[config.mk]
export PLATFORM = sky130hd
export DESIGN_NAME = terminal_key_sequence_decoder_flat
export DESIGN_NICKNAME = d
export VERILOG_FILES = /design/src/rtl/core/tkd_pkg.sv /design/src/rtl/core/tkd_if.sv /design/src/rtl/core/tkd_decode.sv /design/src/rtl/core/terminal_key_sequence_decoder.sv /design/src/flat_wrapper.sv
export SDC_FILE = /design/constraint.sdc
export NUM_CORES = 1
export LEC_CHECK = 0
export ABC_CLOCK_PERIOD_IN_PS = 6150
export BUFFER_PORTS_ARGS = -buffer_cell sky130_fd_sc_hd__buf_2
export CAP_MARGIN = 20
export CORE_UTILIZATION = 40
export CTS_CLUSTER_SIZE = 14
export DETAILED_ROUTE_END_ITERATION = 6
export GPL_ROUTABILITY_DRIVEN = 0
export PLACE_DENSITY_LB_ADDON = 0.25
export SYNTH_ARGS = -nofsm -noshare
export SYNTH_HDL_FRONTEND = slang
export SYNTH_SLANG_ARGS = --single-unit
[constraint.sdc]
create_clock -name clk -period 6.15 [get_ports clk]
set_input_delay 0.3075 -clock clk [delete_from_list [all_inputs] [get_ports clk]]
set_output_delay 0.3075 -clock clk [all_outputs]
set_load 0.05 [all_outputs]
[src/rtl/core/tkd_pkg.sv]
`timescale 1ns / 1ps

package tkd_pkg;

  // key event codes carried in key_event
  typedef enum logic [3:0] {
    EV_UP        = 4'd0,
    EV_DOWN      = 4'd1,
    EV_RIGHT     = 4'd2,
    EV_LEFT      = 4'd3,
    EV_HOME      = 4'd4,
    EV_END       = 4'd5,
    EV_DELETE    = 4'd6,
    EV_BACKSPACE = 4'd7,
    EV_ENTER     = 4'd8,
    EV_EOI       = 4'd9,
    EV_INSERT    = 4'd10
  } key_event_t;

  // escape sequence tracking, one-hot
  typedef enum logic [9:0] {
    ST_IDLE   = 10'b00_0000_0001,
    ST_ESC    = 10'b00_0000_0010,
    ST_CSI    = 10'b00_0000_0100,
    ST_SS3    = 10'b00_0000_1000,
    ST_CSI1   = 10'b00_0001_0000,
    ST_CSI3   = 10'b00_0010_0000,
    ST_CSI4   = 10'b00_0100_0000,
    ST_SKIP   = 10'b00_1000_0000,
    ST_CSI1S  = 10'b01_0000_0000,
    ST_CSI1S5 = 10'b10_0000_0000
  } seq_state_t;

  // byte values of interest
  localparam logic [7:0] CH_ESC    = 8'h1b;
  localparam logic [7:0] CH_DEL    = 8'h7f;
  localparam logic [7:0] CH_SPACE  = 8'h20;
  localparam logic [7:0] CH_LBRACK = 8'h5b;
  localparam logic [7:0] CH_TILDE  = 8'h7e;
  localparam logic [7:0] CH_SEMI   = 8'h3b;
  localparam logic [7:0] CH_UC_O   = 8'h4f;
  localparam logic [7:0] CH_UC_A   = 8'h41;
  localparam logic [7:0] CH_UC_B   = 8'h42;
  localparam logic [7:0] CH_UC_C   = 8'h43;
  localparam logic [7:0] CH_UC_D   = 8'h44;
  localparam logic [7:0] CH_UC_F   = 8'h46;
  localparam logic [7:0] CH_UC_H   = 8'h48;
  localparam logic [7:0] CH_DIG_1  = 8'h31;
  localparam logic [7:0] CH_DIG_2  = 8'h32;
  localparam logic [7:0] CH_DIG_3  = 8'h33;
  localparam logic [7:0] CH_DIG_4  = 8'h34;
  localparam logic [7:0] CH_DIG_5  = 8'h35;
  localparam logic [7:0] CH_DIG_6  = 8'h36;

  // control bytes recognized in idle
  localparam logic [7:0] CTL_A = 8'd1;
  localparam logic [7:0] CTL_B = 8'd2;
  localparam logic [7:0] CTL_D = 8'd4;
  localparam logic [7:0] CTL_E = 8'd5;
  localparam logic [7:0] CTL_F = 8'd6;
  localparam logic [7:0] CTL_H = 8'd8;
  localparam logic [7:0] CTL_J = 8'd10;
  localparam logic [7:0] CTL_M = 8'd13;
  localparam logic [7:0] CTL_N = 8'd14;
  localparam logic [7:0] CTL_P = 8'd16;

  // one decoded key
  typedef struct packed {
    key_event_t  key_event;
    logic [6:0]  char_code;
  } key_result_t;

endpackage

[src/rtl/core/tkd_if.sv]
`timescale 1ns / 1ps

// raw byte channel
interface tkd_in_if;
  logic       valid;
  logic       ready;
  logic [7:0] in_byte;
  logic       line_empty;

  modport source (output valid, output in_byte, output line_empty, input ready);
  modport sink (input valid, input in_byte, input line_empty, output ready);
endinterface

// key event channel
interface tkd_out_if;
  logic       valid;
  logic       ready;
  logic [3:0] key_event;
  logic [6:0] char_code;

  modport source (output valid, output key_event, output char_code, input ready);
  modport sink (input valid, input key_event, input char_code, output ready);
endinterface

[src/rtl/core/tkd_decode.sv]
`timescale 1ns / 1ps

module tkd_decode
  import tkd_pkg::*;
(
  input  logic        clk,
  input  logic        rst,
  input  logic        step,
  input  logic [7:0]  in_byte,
  input  logic        line_empty,
  output logic        emit,
  output key_result_t result
);

  seq_state_t state;
  seq_state_t state_next;

  // next state and event for the current byte
  always_comb begin
    state_next       = state;
    emit             = 1'b0;
    result.key_event = EV_UP;
    result.char_code = 7'd0;
    if (in_byte == CH_ESC) begin
      state_next = ST_ESC;
    end else begin
      state_next = ST_IDLE;
      unique case (state)
        ST_ESC: begin
          if (in_byte == CH_LBRACK) state_next = ST_CSI;
          else if (in_byte == CH_UC_O) state_next = ST_SS3;
        end
        ST_CSI: begin
          if (in_byte == CH_UC_A) begin
            emit = 1'b1; result.key_event = EV_UP;
          end else if (in_byte == CH_UC_B) begin
            emit = 1'b1; result.key_event = EV_DOWN;
          end else if (in_byte == CH_UC_C) begin
            emit = 1'b1; result.key_event = EV_RIGHT;
          end else if (in_byte == CH_UC_D) begin
            emit = 1'b1; result.key_event = EV_LEFT;
          end else if (in_byte == CH_DIG_1) begin
            state_next = ST_CSI1;
          end else if (in_byte == CH_DIG_3) begin
            state_next = ST_CSI3;
          end else if (in_byte == CH_DIG_4) begin
            state_next = ST_CSI4;
          end else if (in_byte == CH_DIG_2 || in_byte == CH_DIG_5 ||
                       in_byte == CH_DIG_6) begin
            state_next = ST_SKIP;
          end
        end
        ST_SS3: begin
          if (in_byte == CH_UC_H) begin
            emit = 1'b1; result.key_event = EV_HOME;
          end else if (in_byte == CH_UC_F) begin
            emit = 1'b1; result.key_event = EV_END;
          end
        end
        ST_CSI1: begin
          if (in_byte == CH_TILDE) begin
            emit = 1'b1; result.key_event = EV_HOME;
          end else if (in_byte == CH_SEMI) begin
            state_next = ST_CSI1S;
          end
        end
        ST_CSI3: begin
          if (in_byte == CH_TILDE) begin
            emit = 1'b1; result.key_event = EV_DELETE;
          end
        end
        ST_CSI4: begin
          if (in_byte == CH_TILDE) begin
            emit = 1'b1; result.key_event = EV_END;
          end
        end
        ST_SKIP: begin
          emit = 1'b0;
        end
        ST_CSI1S: begin
          if (in_byte == CH_DIG_5) state_next = ST_CSI1S5;
        end
        ST_CSI1S5: begin
          if (in_byte == CH_UC_C) begin
            emit = 1'b1; result.key_event = EV_END;
          end else if (in_byte == CH_UC_D) begin
            emit = 1'b1; result.key_event = EV_HOME;
          end
        end
        default: begin
          // idle: plain bytes and control shortcuts
          if (in_byte[7]) begin
            emit = 1'b0;
          end else if (in_byte == CH_DEL) begin
            emit = 1'b1; result.key_event = EV_BACKSPACE;
          end else if (in_byte < CH_SPACE) begin
            emit = 1'b1;
            unique case (in_byte)
              CTL_J, CTL_M: result.key_event = EV_ENTER;
              CTL_D:        result.key_event = line_empty ? EV_EOI : EV_DELETE;
              CTL_A:        result.key_event = EV_HOME;
              CTL_B:        result.key_event = EV_LEFT;
              CTL_E:        result.key_event = EV_END;
              CTL_F:        result.key_event = EV_RIGHT;
              CTL_H:        result.key_event = EV_BACKSPACE;
              CTL_N:        result.key_event = EV_DOWN;
              CTL_P:        result.key_event = EV_UP;
              default:      emit = 1'b0;
            endcase
          end else begin
            emit             = 1'b1;
            result.key_event = EV_INSERT;
            result.char_code = in_byte[6:0];
          end
        end
      endcase
    end
  end

  // sequence state advances once per decoded byte
  always_ff @(posedge clk) begin
    if (rst) begin
      state <= ST_IDLE;
    end else if (step) begin
      state <= state_next;
    end
  end

endmodule

[src/rtl/core/terminal_key_sequence_decoder.sv]
`timescale 1ns / 1ps

// terminal key sequence decoder
// in_ch carries one raw terminal byte per transaction together with a flag
// that tells whether the edited line is empty. out_ch carries decoded key
// events: key_event, plus char_code for insert events (zero otherwise).
// each byte gives zero or one key event; escape prefixes and unknown bytes
// give none.
// the byte is captured in an input register and decoded there against the
// escape sequence state; a resulting event lands in an output register when
// the held byte moves on and stays valid on out_ch until it is taken.
// throughput is one byte per cycle unless a byte that gives an event meets
// a full output register that is not being taken. the input stays ready
// while an event waits in the output register as long as the input register
// is free or can move on; a byte that gives no event moves on regardless of
// the output side.
// reset (rst, synchronous) empties both registers and returns the sequence
// state to idle.
module terminal_key_sequence_decoder
  import tkd_pkg::*;
(
  input  logic      clk,
  input  logic      rst,
  tkd_in_if.sink    in_ch,
  tkd_out_if.source out_ch
);

  logic        hold_valid;
  logic [7:0]  hold_byte;
  logic        hold_empty;
  logic        out_valid;
  key_result_t out_data;
  logic        emit;
  key_result_t result;
  logic        advance;

  // the held byte moves on unless it gives an event and the output is full and not taken
  assign advance     = hold_valid && (!emit || !out_valid || out_ch.ready);
  assign in_ch.ready = !hold_valid || advance;

  tkd_decode u_decode (
    .clk        (clk),
    .rst        (rst),
    .step       (advance),
    .in_byte    (hold_byte),
    .line_empty (hold_empty),
    .emit       (emit),
    .result     (result)
  );

  // input register
  always_ff @(posedge clk) begin
    if (rst) begin
      hold_valid <= 1'b0;
    end else if (in_ch.ready) begin
      hold_valid <= in_ch.valid;
    end
  end

  always_ff @(posedge clk) begin
    if (in_ch.valid && in_ch.ready) begin
      hold_byte  <= in_ch.in_byte;
      hold_empty <= in_ch.line_empty;
    end
  end

  // output register
  always_ff @(posedge clk) begin
    if (rst) begin
      out_valid <= 1'b0;
    end else if (advance && emit) begin
      out_valid <= 1'b1;
    end else if (out_ch.ready) begin
      out_valid <= 1'b0;
    end
  end

  always_ff @(posedge clk) begin
    if (advance && emit) begin
      out_data <= result;
    end
  end

  assign out_ch.valid     = out_valid;
  assign out_ch.key_event = out_data.key_event;
  assign out_ch.char_code = out_data.char_code;

endmodule

[src/flat_wrapper.sv]
// flat-port wrapper written by rule: the top's interface ports become plain ports
module terminal_key_sequence_decoder_flat import tkd_pkg::*;
  (clk, rst, in_ch_valid, in_ch_in_byte, in_ch_line_empty, in_ch_ready, out_ch_valid, out_ch_key_event, out_ch_char_code, out_ch_ready);
  tkd_in_if in_ch_i ();
  tkd_out_if out_ch_i ();
  input  logic clk;
  input  logic rst;
  input wire logic [$bits(in_ch_i.valid)-1:0] in_ch_valid;
  input wire logic [$bits(in_ch_i.in_byte)-1:0] in_ch_in_byte;
  input wire logic [$bits(in_ch_i.line_empty)-1:0] in_ch_line_empty;
  output wire logic [$bits(in_ch_i.ready)-1:0] in_ch_ready;
  output wire logic [$bits(out_ch_i.valid)-1:0] out_ch_valid;
  output wire logic [$bits(out_ch_i.key_event)-1:0] out_ch_key_event;
  output wire logic [$bits(out_ch_i.char_code)-1:0] out_ch_char_code;
  input wire logic [$bits(out_ch_i.ready)-1:0] out_ch_ready;
  assign in_ch_i.valid = in_ch_valid;
  assign in_ch_i.in_byte = in_ch_in_byte;
  assign in_ch_i.line_empty = in_ch_line_empty;
  assign in_ch_ready = in_ch_i.ready;
  assign out_ch_valid = out_ch_i.valid;
  assign out_ch_key_event = out_ch_i.key_event;
  assign out_ch_char_code = out_ch_i.char_code;
  assign out_ch_i.ready = out_ch_ready;
  terminal_key_sequence_decoder u_core (.clk(clk), .rst(rst), .in_ch(in_ch_i), .out_ch(out_ch_i));
endmodule
==> flow_metrics.py <==
metrics = {
    "grt": {
        "grt-ovfl-total": 0,
        "antenna_found_initial": 0,
        "grt_usage_pct": 18.0,
        "grt_pass1_vias": 1635,
        "grt_pass1_wl_um": 8210,
        "grt_max_degree": 24,
    },
    "cts": {
        "postCtsResizedCells": 0,
        "cts_max_path_buffers": 2,
        "clk_latency_ns": 0.28,
        "cts_sinks": 32,
        "cts_htree_levels": 2,
        "cts_hold_buf": 0,
        "cts_buffers": 5,
        "tritoncts": "done",
        "cts-root-buf": "clkbuf_8",
        "cts.clk_slew.worst_paths_ns": 0.07,
        "post-cts-setup-buffers": 0,
    },
    "critical_path": {
        "crit_fanout": 23,
        "crit_slowest_cell": "nor2_1",
        "path_cells": "nor3b_1, o211ai_2, o32ai_1, or3_1, mux2_4, nand2_1, nor2_1",
        "critPathRequiredTime_ns": 6.06,
        "critPathTopFamily": "simple AND/OR/NAND/NOR gates",
        "crit_path_start_kind": "flip-flop",
        "path_buf_inv": 0,
        "cp_data_arrival_time_ns": 3.03,
        "end_kind": "flip-flop",
        "max_stage_delay_ns": 0.71,
        "path_class": "flip-flop to flip-flop",
    },
    "floorplan": {
        "fp.dieW_um": 76.3,
        "io_pins": 26,
        "row_count": 26,
        "coreArea_mm2": 0.00520,
        "dieHeight_um": 76.3,
        "start_util_pct": 42.5,
        "die-area_mm2": 0.00583,
    },
    "final_layout": {
        "n_fill_cell": 522,
        "nNetsFinal": 264,
        "fin_cells": 322,
        "diodes": 0,
        "areaGrowthSynthToFinish_pct": 8.10,
        "drive_above_1_share_pct": 19.4,
        "multiInputGateArea_mm2": 0.00121,
        "register_area_um2": 841,
        "design_area_mm2": 0.00239,
    },
    "timing": {
        "max_slew_margin_pct": 37.3,
        "worst_slew_pin_slew_ns": 0.937,
        "finalHoldViolations": 0,
        "slew_violations": 0,
        "period_share_pct": 50.7,
        "finalSetupViolations": 0,
        "fin_tns_setup_ns": 0,
        "period_minus_slack_ns": 3.12,
        "finalClockSkew_ns": 0.00340,
        "rsz0062_at_grt": "no",
        "max_freq_mhz": 321,
    },
    "power_and_ir_drop": {
        "finalPower_uw": 499,
        "irDropWorstVdd_mv": 0.114,
        "powerDensity_mw_per_mm2": 209,
        "cellLeakagePower_nw": 0.834,
    },
    "logic_synthesis": {
        "netlist_area_mm2": 0.00221,
        "yosys.area.top_type": "edfxtp_1",
        "postSynthAreaPerCell_um2": 9.32,
        "ys_types": 58,
        "synth_area_leaders": "edfxtp_1 27%, dfxtp_1 11%, nor2_1 4.4%",
        "ys.flop_type": "edfxtp_1",
        "netlist.area_leader.share_pct": 27.2,
        "synthTopCellsByCount": "26 x nor2_1, 20 x edfxtp_1, 18 x nand2_1",
        "yosysWarnings": 0,
        "async_reset_ff_share_pct": 0,
        "synthCells": 237,
        "ys_seq_area_share_pct": 38.1,
        "synth-edff-count": 20,
        "synth-seq-cells": 32,
        "syn_nets": 250,
        "synth_most_common_cell": "nor2_1",
    },
    "run_status": {
        "status": "finished, final reports clean",
    },
    "detailed_routing": {
        "drt_first_pass_iters": 4,
        "drtAntennaViolNets": 0,
        "dr_total_vias": 1854,
        "routed_wl_um": 4920,
        "drt_iter0_markers": 197,
        "post-route-drc-count": 0,
        "detail_route.vias_per_cell": 5.76,
        "avgRoutedWirePerCell_um": 15.3,
    },
    "hold_path": {
        "hold_path_class": "input port to flip-flop",
    },
    "flow_run": {
        "drv_cap": 0,
    },
    "place": {
        "post-dp-hpwl_um": 3540,
        "portBuffers": 25,
        "place_area_mm2": 0.00228,
        "placed_cells": 314,
    },
}
area by class of cell:
cell class              instances  area share (%)
inverters                       4           0.629
flip-flops and latches         32            35.2
well taps                      70            3.67
repair buffers                 25            5.24
clock buffers                   6            3.04
clock inverters                 2            1.47
multi-input cells             183            50.8
metrics by stage:
step           util (%)  worst slack, ns  hold slack (ns)
2_1_floorplan         -             3.70            0.406
3_3_place_gp       43.8             3.17            0.484
3_5_place_dp       43.8             3.08            0.486
4_1_cts            45.9             3.05            0.190
5_1_grt            45.9             2.78            0.186
6_report           45.9             3.03            0.195
kinds of logic after synthesis:
family / after synthesis / synth area share (%)
AO/OA/AOI/OAI: 42 / 13.4
XOR/XNOR: 5 / 1.98
buffers and inverters: 22 / 7.08
flip-flops: 32 / 38.1
multiplexers: 11 / 6.12
AND/OR/NAND/NOR: 125 / 33.4
worst paths after layout:
path,slack (ns),depth (start not counted),endpoint,startpoint
worst min-delay path,0.20,1,u_core.hold_byte[6]$_DFFE_PP_,in_ch_in_byte[6]
worst max-delay path,3.03,7,u_core.out_ch.key_event[1]$_SDFFCE_PP0P_,u_core.hold_byte[2]$_DFFE_PP_
worst min register to register,0.55,2,u_core.hold_valid$_SDFFE_PP0P_,u_core.hold_valid$_SDFFE_PP0P_
worst max register to register,3.03,7,u_core.out_ch.key_event[1]$_SDFFCE_PP0P_,u_core.hold_byte[2]$_DFFE_PP_
report_power, final:
group	switching [mW]	leakage, nW	total [mW]	internal (mW)
registers	0.0133	0.283	0.250	0.236
logic	0.0332	0.496	0.0518	0.0186
clock network	0.0771	0.0552	0.197	0.120
state kept, by name (all words and copies together) (netlist names):
register / cells
u_core.hold_empty: 1
u_core.out_ch.char_code: 7
u_core.u_decode.state: 10
u_core.out_ch.valid: 1
u_core.hold_valid: 1
u_core.out_ch.key_event: 4
u_core.hold_byte: 8
routing by layer:
metal	vias up	GRT usage (%)	wire [um]	part of all wire, %
li1	918	-	-	-
met1	835	25.6	2330	47
met2	93	26.0	2190	44
met3	8	3.35	320	6.5
met4	0	8.65	80	1.6
met5	-	0	0	0
cells in the final DEF (no fill, tap or decap), types with 2 or more instances in the layout:
| cell | Yosys | final |
|---|---|---|
| and2b_1 | 3 | 3 |
| nor3_2 | 2 | 2 |
| nand3b_1 | 4 | 4 |
| inv_1 | 2 | 2 |
| mux2i_1 | 6 | 6 |
| nor4_1 | 2 | 2 |
| and3_1 | 2 | 2 |
| or3_1 | 4 | 4 |
| nand2_1 | 18 | 18 |
| nand4b_1 | 4 | 4 |
| buf_2 | 5 | 25 |
| xnor2_1 | 2 | 2 |
| a22oi_1 | 2 | 2 |
| dfxtp_1 | 12 | 12 |
| a31oi_1 | 4 | 4 |
| a21oi_1 | 8 | 8 |
| mux2_4 | 5 | 5 |
| and2_1 | 5 | 5 |
| clkbuf_8 | 0 | 5 |
| o311ai_0 | 2 | 2 |
| o31a_1 | 2 | 2 |
| nor2b_1 | 8 | 8 |
| o21ai_0 | 9 | 9 |
| nor3_1 | 15 | 15 |
| nand3_1 | 5 | 5 |
| xor2_1 | 3 | 3 |
| edfxtp_1 | 20 | 20 |
| or4_1 | 4 | 4 |
| nor4_4 | 2 | 2 |
| nor3b_1 | 3 | 3 |
| nor2_1 | 26 | 26 |
| nand4_1 | 6 | 6 |
| nand2b_1 | 5 | 5 |
| o211ai_1 | 2 | 2 |
Note: power is estimated with default switching activity, not from simulation.
